==> src/rtl/pse_pkg.sv <==
package pse_pkg;

  // Widths of the fields as they cross the ports.
  localparam int CNT_W = 7;   // row counts and view height
  localparam int COL_W = 10;  // column numbers
  localparam int ROW_W = 6;   // screen row of a span
  localparam int CLIP_W = 8;  // signed clip boundary

  localparam int QUEUE_DEPTH = 2;

  // Register indexes of the configuration port.
  typedef enum logic [0:0] {
    REG_FLOOR_MODE  = 1'b0,
    REG_VIEW_HEIGHT = 1'b1
  } reg_index_t;

  // One classified column, handed from front to back.
  typedef struct packed {
    logic [CNT_W-1:0] open_cnt;  // open rows before this column (clamped)
    logic [CNT_W-1:0] target;    // open rows wanted after this column
    logic [CNT_W-1:0] height;    // effective view height
    logic             floor;     // floor pass
    logic             last;      // flush after closing
    logic [COL_W-1:0] col;       // this column
    logic [COL_W-1:0] prev;      // column before it, wrapping
  } job_t;

endpackage

==> src/rtl/plane_span_extractor_unit.sv <==
// Plane span extractor: turns a left-to-right stream of per-column clip rows
// into horizontal spans (row, first column, last column) for one plane.
//
// Channels:
//   in    : clip_row, last_column; transfer when in_valid && !in_stall.
//   out   : span_row, span_left, span_right, span_last; transfer when
//           out_valid && !out_stall. span_last marks the final span of a column.
//   cfg   : cfg_index/cfg_data, transfer when cfg_valid && cfg_ready (always
//           ready). Index 0 floor_mode, index 1 view_height.
// Timing: the front classifies a column in its transfer cycle and drops it in
//   a two-entry queue. Per column the back pops it, opens rows, closes rows
//   and, on the last column, flushes the rest, in that order. Spans leave one
//   per cycle while the output is not stalled; a span's start column is read
//   from the start-column memory into a read stage, then the output register.
//   Throughput is set by the back sequencer, which takes a new column only
//   once it is idle; the queue lets the front accept columns meanwhile.
// Reset: counters, queue and output go empty; floor_mode=0, view_height=64.
//   The start-column memory is not cleared.
// Stall: a stalled output holds and stops the back from issuing spans; the
//   queue can then fill and in_stall rises.
module plane_span_extractor_unit #(
  parameter int LINES   = 64,
  parameter int COLUMNS = 1024
) (
  input  logic                        clk,
  input  logic                        rst,
  // configuration
  input  logic                        cfg_valid,
  output logic                        cfg_ready,
  input  logic [0:0]                  cfg_index,
  input  logic [pse_pkg::CNT_W-1:0]   cfg_data,
  // column input
  input  logic                        in_valid,
  output logic                        in_stall,
  input  logic [pse_pkg::CLIP_W-1:0]  clip_row,
  input  logic                        last_column,
  // span output
  output logic                        out_valid,
  input  logic                        out_stall,
  output logic [pse_pkg::ROW_W-1:0]   span_row,
  output logic [pse_pkg::COL_W-1:0]   span_left,
  output logic [pse_pkg::COL_W-1:0]   span_right,
  output logic                        span_last
);
  import pse_pkg::*;

  logic       accept;
  logic       q_not_full;
  logic       q_not_empty;
  logic       q_pop;
  job_t       front_job;
  job_t       back_job;
  reg_index_t cfg_reg;

  assign cfg_ready = 1'b1;
  assign cfg_reg   = reg_index_t'(cfg_index);
  assign in_stall  = !q_not_full;
  assign accept    = in_valid && !in_stall;

  // front: config registers, open-row and column tracking, classification
  pse_front #(
    .LINES   (LINES),
    .COLUMNS (COLUMNS)
  ) u_front (
    .clk         (clk),
    .rst         (rst),
    .cfg_valid   (cfg_valid),
    .cfg_index   (cfg_reg),
    .cfg_data    (cfg_data),
    .accept      (accept),
    .clip_row    (clip_row),
    .last_column (last_column),
    .job         (front_job)
  );

  // short queue decouples the front from the span sequencer
  pse_queue u_queue (
    .clk       (clk),
    .rst       (rst),
    .push      (accept),
    .push_job  (front_job),
    .not_full  (q_not_full),
    .pop       (q_pop),
    .not_empty (q_not_empty),
    .pop_job   (back_job)
  );

  // back: opens rows into the start-column memory, closes and flushes spans
  pse_back #(
    .LINES   (LINES),
    .COLUMNS (COLUMNS)
  ) u_back (
    .clk        (clk),
    .rst        (rst),
    .job_valid  (q_not_empty),
    .job        (back_job),
    .job_pop    (q_pop),
    .out_valid  (out_valid),
    .out_stall  (out_stall),
    .span_row   (span_row),
    .span_left  (span_left),
    .span_right (span_right),
    .span_last  (span_last)
  );

endmodule

==> src/rtl/pse_front.sv <==
module pse_front #(
  parameter int LINES   = 64,
  parameter int COLUMNS = 1024
) (
  input  logic                         clk,
  input  logic                         rst,
  input  logic                         cfg_valid,
  input  pse_pkg::reg_index_t          cfg_index,
  input  logic [pse_pkg::CNT_W-1:0]    cfg_data,
  input  logic                         accept,
  input  logic [pse_pkg::CLIP_W-1:0]   clip_row,
  input  logic                         last_column,
  output pse_pkg::job_t                job
);
  import pse_pkg::*;

  localparam int HW = $clog2(LINES + 1);
  localparam int CW = $clog2(COLUMNS);

  logic          floor_mode;
  logic [CNT_W-1:0] view_height;
  logic [HW-1:0] open_rows;
  logic [CW-1:0] column_index;

  logic [HW-1:0] h;
  logic [HW-1:0] open_clamped;
  logic signed [9:0] cs, hs, c;
  logic [HW-1:0] target;
  logic [CW-1:0] prev;

  always_comb begin
    if (view_height == '0) begin
      h = HW'(1);
    end else if (view_height > CNT_W'(LINES)) begin
      h = HW'(LINES);
    end else begin
      h = HW'(view_height);
    end
    open_clamped = (open_rows > h) ? h : open_rows;

    cs = 10'(signed'(clip_row));
    hs = signed'(10'(h));
    if (floor_mode) begin
      if (cs < -10'sd1) begin
        c = -10'sd1;
      end else if (cs > hs - 10'sd1) begin
        c = hs - 10'sd1;
      end else begin
        c = cs;
      end
      target = HW'(hs - 10'sd1 - c);
    end else begin
      if (cs < 10'sd0) begin
        c = 10'sd0;
      end else if (cs > hs) begin
        c = hs;
      end else begin
        c = cs;
      end
      target = HW'(c);
    end

    prev = (column_index == '0) ? CW'(COLUMNS - 1) : column_index - CW'(1);

    job.open_cnt = CNT_W'(open_clamped);
    job.target   = CNT_W'(target);
    job.height   = CNT_W'(h);
    job.floor    = floor_mode;
    job.last     = last_column;
    job.col      = COL_W'(column_index);
    job.prev     = COL_W'(prev);
  end

  always_ff @(posedge clk) begin
    if (rst) begin
      floor_mode   <= 1'b0;
      view_height  <= CNT_W'(64);
      open_rows    <= '0;
      column_index <= '0;
    end else begin
      if (cfg_valid) begin
        case (cfg_index)
          REG_FLOOR_MODE:  floor_mode  <= cfg_data[0];
          REG_VIEW_HEIGHT: view_height <= cfg_data;
          default: ;
        endcase
      end
      if (accept) begin
        if (last_column) begin
          open_rows    <= '0;
          column_index <= '0;
        end else begin
          open_rows    <= target;
          column_index <= (column_index == CW'(COLUMNS - 1)) ? '0
                                                             : column_index + CW'(1);
        end
      end
    end
  end

endmodule

==> src/rtl/pse_queue.sv <==
module pse_queue (
  input  logic          clk,
  input  logic          rst,
  input  logic          push,
  input  pse_pkg::job_t push_job,
  output logic          not_full,
  input  logic          pop,
  output logic          not_empty,
  output pse_pkg::job_t pop_job
);
  import pse_pkg::*;

  localparam int PW = $clog2(QUEUE_DEPTH);

  job_t          slots [QUEUE_DEPTH];
  logic [PW-1:0] wr_ptr;
  logic [PW-1:0] rd_ptr;
  logic [PW:0]   count;

  assign not_full  = (count != (PW + 1)'(QUEUE_DEPTH));
  assign not_empty = (count != '0);
  assign pop_job   = slots[rd_ptr];

  always_ff @(posedge clk) begin
    if (push) begin
      slots[wr_ptr] <= push_job;
    end
  end

  always_ff @(posedge clk) begin
    if (rst) begin
      wr_ptr <= '0;
      rd_ptr <= '0;
      count  <= '0;
    end else begin
      if (push) begin
        wr_ptr <= wr_ptr + PW'(1);
      end
      if (pop) begin
        rd_ptr <= rd_ptr + PW'(1);
      end
      case ({push, pop})
        2'b10:   count <= count + (PW + 1)'(1);
        2'b01:   count <= count - (PW + 1)'(1);
        default: count <= count;
      endcase
    end
  end

endmodule

==> src/rtl/pse_back.sv <==
module pse_back #(
  parameter int LINES   = 64,
  parameter int COLUMNS = 1024
) (
  input  logic                        clk,
  input  logic                        rst,
  input  logic                        job_valid,
  input  pse_pkg::job_t               job,
  output logic                        job_pop,
  output logic                        out_valid,
  input  logic                        out_stall,
  output logic [pse_pkg::ROW_W-1:0]   span_row,
  output logic [pse_pkg::COL_W-1:0]   span_left,
  output logic [pse_pkg::COL_W-1:0]   span_right,
  output logic                        span_last
);
  import pse_pkg::*;

  localparam int HW = $clog2(LINES + 1);
  localparam int LW = $clog2(LINES);
  localparam int CW = $clog2(COLUMNS);

  typedef enum logic [1:0] {
    S_IDLE,
    S_OPEN,
    S_CLOSE,
    S_FLUSH
  } state_t;

  state_t        state;
  job_t          cur;
  logic [HW-1:0] cnt;

  // start column of each open row
  logic [CW-1:0] row_starts [LINES];
  logic [CW-1:0] rd_data;

  // read stage: row and right edge wait here while the start column is read
  logic          p_valid;
  logic [LW-1:0] p_row;
  logic [CW-1:0] p_right;
  logic          p_last;

  logic          adv;
  logic          issue;
  logic [LW-1:0] issue_row;
  logic [CW-1:0] issue_right;
  logic          issue_last;
  logic [HW-1:0] tgt;
  logic [HW-1:0] hgt;
  logic [HW-1:0] cnt_dec;
  logic [CW-1:0] x;
  logic [CW-1:0] x_prev;

  function automatic logic [LW-1:0] row_of(input logic [HW-1:0] k, input logic [HW-1:0] h,
                                           input logic fl);
    logic [HW-1:0] r;
    r = fl ? (h - HW'(1) - k) : k;
    return r[LW-1:0];
  endfunction

  assign job_pop = (state == S_IDLE) && job_valid;

  always_comb begin
    tgt     = cur.target[HW-1:0];
    hgt     = cur.height[HW-1:0];
    x       = cur.col[CW-1:0];
    x_prev  = cur.prev[CW-1:0];
    cnt_dec = cnt - HW'(1);
    adv     = !out_valid || !out_stall;

    issue       = 1'b0;
    issue_row   = row_of(cnt_dec, hgt, cur.floor);
    issue_right = x_prev;
    issue_last  = 1'b0;
    case (state)
      S_CLOSE: begin
        issue      = adv && (cnt > tgt);
        issue_last = (cnt_dec == tgt) && !(cur.last && (tgt != '0));
      end
      S_FLUSH: begin
        issue       = adv && (cnt != '0);
        issue_right = x;
        issue_last  = (cnt == HW'(1));
      end
      default: ;
    endcase
  end

  always_ff @(posedge clk) begin
    if ((state == S_OPEN) && (cnt < tgt)) begin
      row_starts[row_of(cnt, hgt, cur.floor)] <= x;
    end
    if (issue) begin
      rd_data <= row_starts[issue_row];
    end
  end

  always_ff @(posedge clk) begin
    if (job_pop) begin
      cur <= job;
    end
    if (issue) begin
      p_row   <= issue_row;
      p_right <= issue_right;
      p_last  <= issue_last;
    end
    if (adv) begin
      span_row   <= ROW_W'(p_row);
      span_left  <= COL_W'(rd_data);
      span_right <= COL_W'(p_right);
      span_last  <= p_last;
    end
  end

  always_ff @(posedge clk) begin
    if (rst) begin
      state     <= S_IDLE;
      cnt       <= '0;
      p_valid   <= 1'b0;
      out_valid <= 1'b0;
    end else begin
      if (adv) begin
        out_valid <= p_valid;
        p_valid   <= issue;
      end
      case (state)
        S_IDLE: begin
          if (job_valid) begin
            cnt   <= job.open_cnt[HW-1:0];
            state <= S_OPEN;
          end
        end
        S_OPEN: begin
          if (cnt < tgt) begin
            cnt <= cnt + HW'(1);
          end else begin
            state <= S_CLOSE;
          end
        end
        S_CLOSE: begin
          if (cnt > tgt) begin
            if (issue) begin
              cnt <= cnt_dec;
            end
          end else begin
            state <= cur.last ? S_FLUSH : S_IDLE;
          end
        end
        S_FLUSH: begin
          if (cnt != '0) begin
            if (issue) begin
              cnt <= cnt_dec;
            end
          end else begin
            state <= S_IDLE;
          end
        end
        default: state <= S_IDLE;
      endcase
    end
  end

endmodule

==> config.mk <==
export PLATFORM = sky130hd
export DESIGN_NAME = plane_span_extractor_unit
export DESIGN_NICKNAME = d
export VERILOG_FILES = /design/src/rtl/pse_pkg.sv /design/src/rtl/plane_span_extractor_unit.sv /design/src/rtl/pse_front.sv /design/src/rtl/pse_queue.sv /design/src/rtl/pse_back.sv
export SDC_FILE = /design/constraint.sdc
export NUM_CORES = 1
export LEC_CHECK = 0
export ABC_CLOCK_PERIOD_IN_PS = 5300
export BUFFER_PORTS_ARGS = -buffer_cell sky130_fd_sc_hd__buf_4
export CAP_MARGIN = 25
export CORE_MARGIN = 5
export CORE_UTILIZATION = 50
export DETAILED_ROUTE_END_ITERATION = 7
export GPL_TIMING_DRIVEN = 0
export HOLD_SLACK_MARGIN = 0.06
export PLACE_DENSITY = 0.74
export SLEW_MARGIN = 10
export SYNTH_ARGS = -nofsm -noshare
export SYNTH_HDL_FRONTEND = slang
export SYNTH_SLANG_ARGS = --single-unit
==> constraint.sdc <==
create_clock -name clk -period 5.3 [get_ports clk]
set_clock_uncertainty 0.15 [all_clocks]
set_input_delay 0.795 -clock clk [delete_from_list [all_inputs] [get_ports clk]]
set_output_delay 0.795 -clock clk [all_outputs]
set_load 0.01 [all_outputs]
==> metrics.txt <==
vias=24370; Crit-path slowest cell=nor3_1; synthesized cell area=0.03619 mm2; die area=0.07786 mm2; Final period util=98.00%; Total GRT Usage=24.36%; critical path class=reg -> reg; fraction of registers with async set/reset=0%; Slew headroom=31.64%; unique cell type count in the Yosys netlist=70; Die X=279.0 um; crit path time final=5.194 ns; WP buf/inv=4; most frequent cells after synthesis=813 x edfxtp_1, 534 x nand2_1, 183 x nand3_1; total CTS buffers=87; Area Overhead vs Synth=15.75%; Die Y=279.0 um; vias in the first global route=24010; leading area contributor after synthesis=edfxtp_1; CTS max path bufs=3; CTS tree=done; Post-Synthesis Cells=2745; layout cells sized above 1=15.14%; gr ovfl total=0; most common cell in the synthesized netlist=edfxtp_1; CP Launch Type=flip-flop; worst skew pair latency=0.64 ns; Setup violations, final=0; fin util=58.50%; fin nets=3045; I/O Buffers=48; 1st-iter DRT viols=2950; core area=0.07161 mm2; sequential share of the synthesized area=69.73%; Rows=98; clock sink total=854; pre-CTS WS=-0.1831 ns; CP peak stage delay=1.06 ns; n_diodes=0; flop-to-flop setup slack=0.11 ns; Min-Delay Path Class=in -> reg; GPL Wtd Cong=0.9300; Placed Instances=3829; worst-path cell chain=inv_1 -> ha_1 -> nand2_1 -> o21ai_1 -> buf_2 -> clkbuf_1 -> nand4_1 -> nor3_1 -> buf_4; Hold Crit Start=cfg_data[6]; Warnings, synthesis=0; antenna violations before repair=1; Avg Inst Size Synth=13.18 um2; effective utilization at floorplan=50.54%; CP Capture Type=flip-flop; reg2reg start=u_back.cnt[0]; Post-synth EDFFs=813; Via density=6.110; Reg2Reg Capture Point=u_back.row_starts[51][1]; worst hold path endpoint=u_front.view_height[6]; WP data required=5.51 ns; DRC viols=0; delay-heaviest family, CP=simple AND/OR/NAND/NOR gates; Post-CTS Hold Buffers=0; Top FF cell, synth=edfxtp_1; Clock transition at path regs=0.06 ns; setup bufs post-CTS=0; Synth area leaders=edfxtp_1 67%, nand2_1 5.5%, a311oi_1 2.9%; first-pass GRT wire length=144.7 mm; critical path arrival=5.40 ns; H-tree depth=3; Yosys top cell area share=67.46%; ANT nets after route=0; setup ws final=0.1058 ns; Yosys reg bits=854; # IOs=52; outcome=completed; fmax=0.1925 GHz; DR WL/cell=24.38 um; final WL=97.24 mm; Slew Viols, Final=0; Pre-Repair DR Iteration Count=7; largest net degree at the start of global routing=24; Max-Cap Viols=0; Worst-Margin Slew=1.020 ns; Crit Path Max Fanout=10; clk root buf=clkbuf_16; non-filler instance count after layout=3989; cell depth of the worst flop-to-flop path=9; Hold Path Stages=3; Detail Placement HPWL=68.88 mm; Fin. Hold Viols=0
sequential cells by signal (all words and copies together), names as in the netlist, 10 cells and up, named ones only:
register,cells
u_back.row_starts,640
u_queue.slots,84
u_back.p_right,10
u_back.rd_data,10
u_back.span_left,10
u_back.span_right,10
u_back.x,10
u_back.x_prev,10
u_front.column_index,10
metal layers:
layer  GRT usage [%]  vias to the layer above  part of all wire (%)
met2           41.09                     1267                    48
met3           4.264                      282                   8.7
met5               0                        -                 0.013
li1                -                    10840                     -
met4           11.23                        2                   5.1
met1           31.02                    11980                    38
layout by cell type (no fill, tap or decap), types with 73 or more instances in the layout:
cell       instances
a211oi_1         104
a21oi_1           90
a311oi_1         121
and3_1            85
buf_2             99
buf_4             73
clkbuf_1         108
clkbuf_16         91
edfxtp_1         813
nand2_1          533
nand3_1          183
repair_timing:
| action | in CTS | in global routing |
|---|---|---|
| gates resized for setup | 2 | 7 |
| pin swaps | 1 | 0 |
| setup endpoints to repair | 6 | 9 |
| gates cloned | 0 | 0 |
cells by family after synthesis:
| group | share of synthesized area, % |
|---|---|
| fa+ha+maj | 1.964 |
| compound gates | 8.861 |
| mux | 2.517 |
| other cells | 0.01036 |
| xor+xnor | 1.179 |
| flops | 69.73 |
| simple gates | 12.66 |
| buf+inv | 3.084 |
area by class of cell:
cell class,instances,area (um2)
fill,5545,29720
timing repair buffer,133,1446
multi-input combinational,1648,10010
sequential,854,25240
clock inverter,56,535.5
tap,950,1189
clock buffer,104,2356
inverter,53,198.9
buffer,191,917.1
through the flow:
stage	hold WS, ns	TNS, ns	area [um2]
CTS	0.2196	0	41850
global route	0.2584	-0.02431	41890
detailed placement	0.2552	-0.6773	38950
finish	0.2477	0	41890
global placement	0.2506	-15.05	37740
floorplan	0.2503	0	36190
worst min-delay path: cells and delay by family:
| family | cells | cell delay [ns] |
|---|---|---|
| buffers and inverters | 1 | 0.08 |
| AND/OR/NAND/NOR | 2 | 0.13 |
worst max path at each step:
stage / from / endpoint / slack [ns] / cells after the start
6_report: u_back.cnt[0] / u_back.row_starts[51][1] / 0.11 / 9
5_1_grt: u_front.view_height[3] / u_queue.slots[0][35] / -0.01 / 25
4_1_cts: u_front.view_height[3] / u_queue.slots[0][35] / 0.01 / 25
3_5_place_dp: u_front.view_height[3] / u_queue.slots[0][35] / -0.18 / 26
3_3_place_gp: u_back.state[0] / u_queue.count[1] / -1.12 / 6
2_1_floorplan: u_back.state[0] / u_queue.count[1] / 0.66 / 6
Power is left out: the tool's default activity adds up to more than one toggle a clock period on the data nets, which glitch-free logic cannot reach.
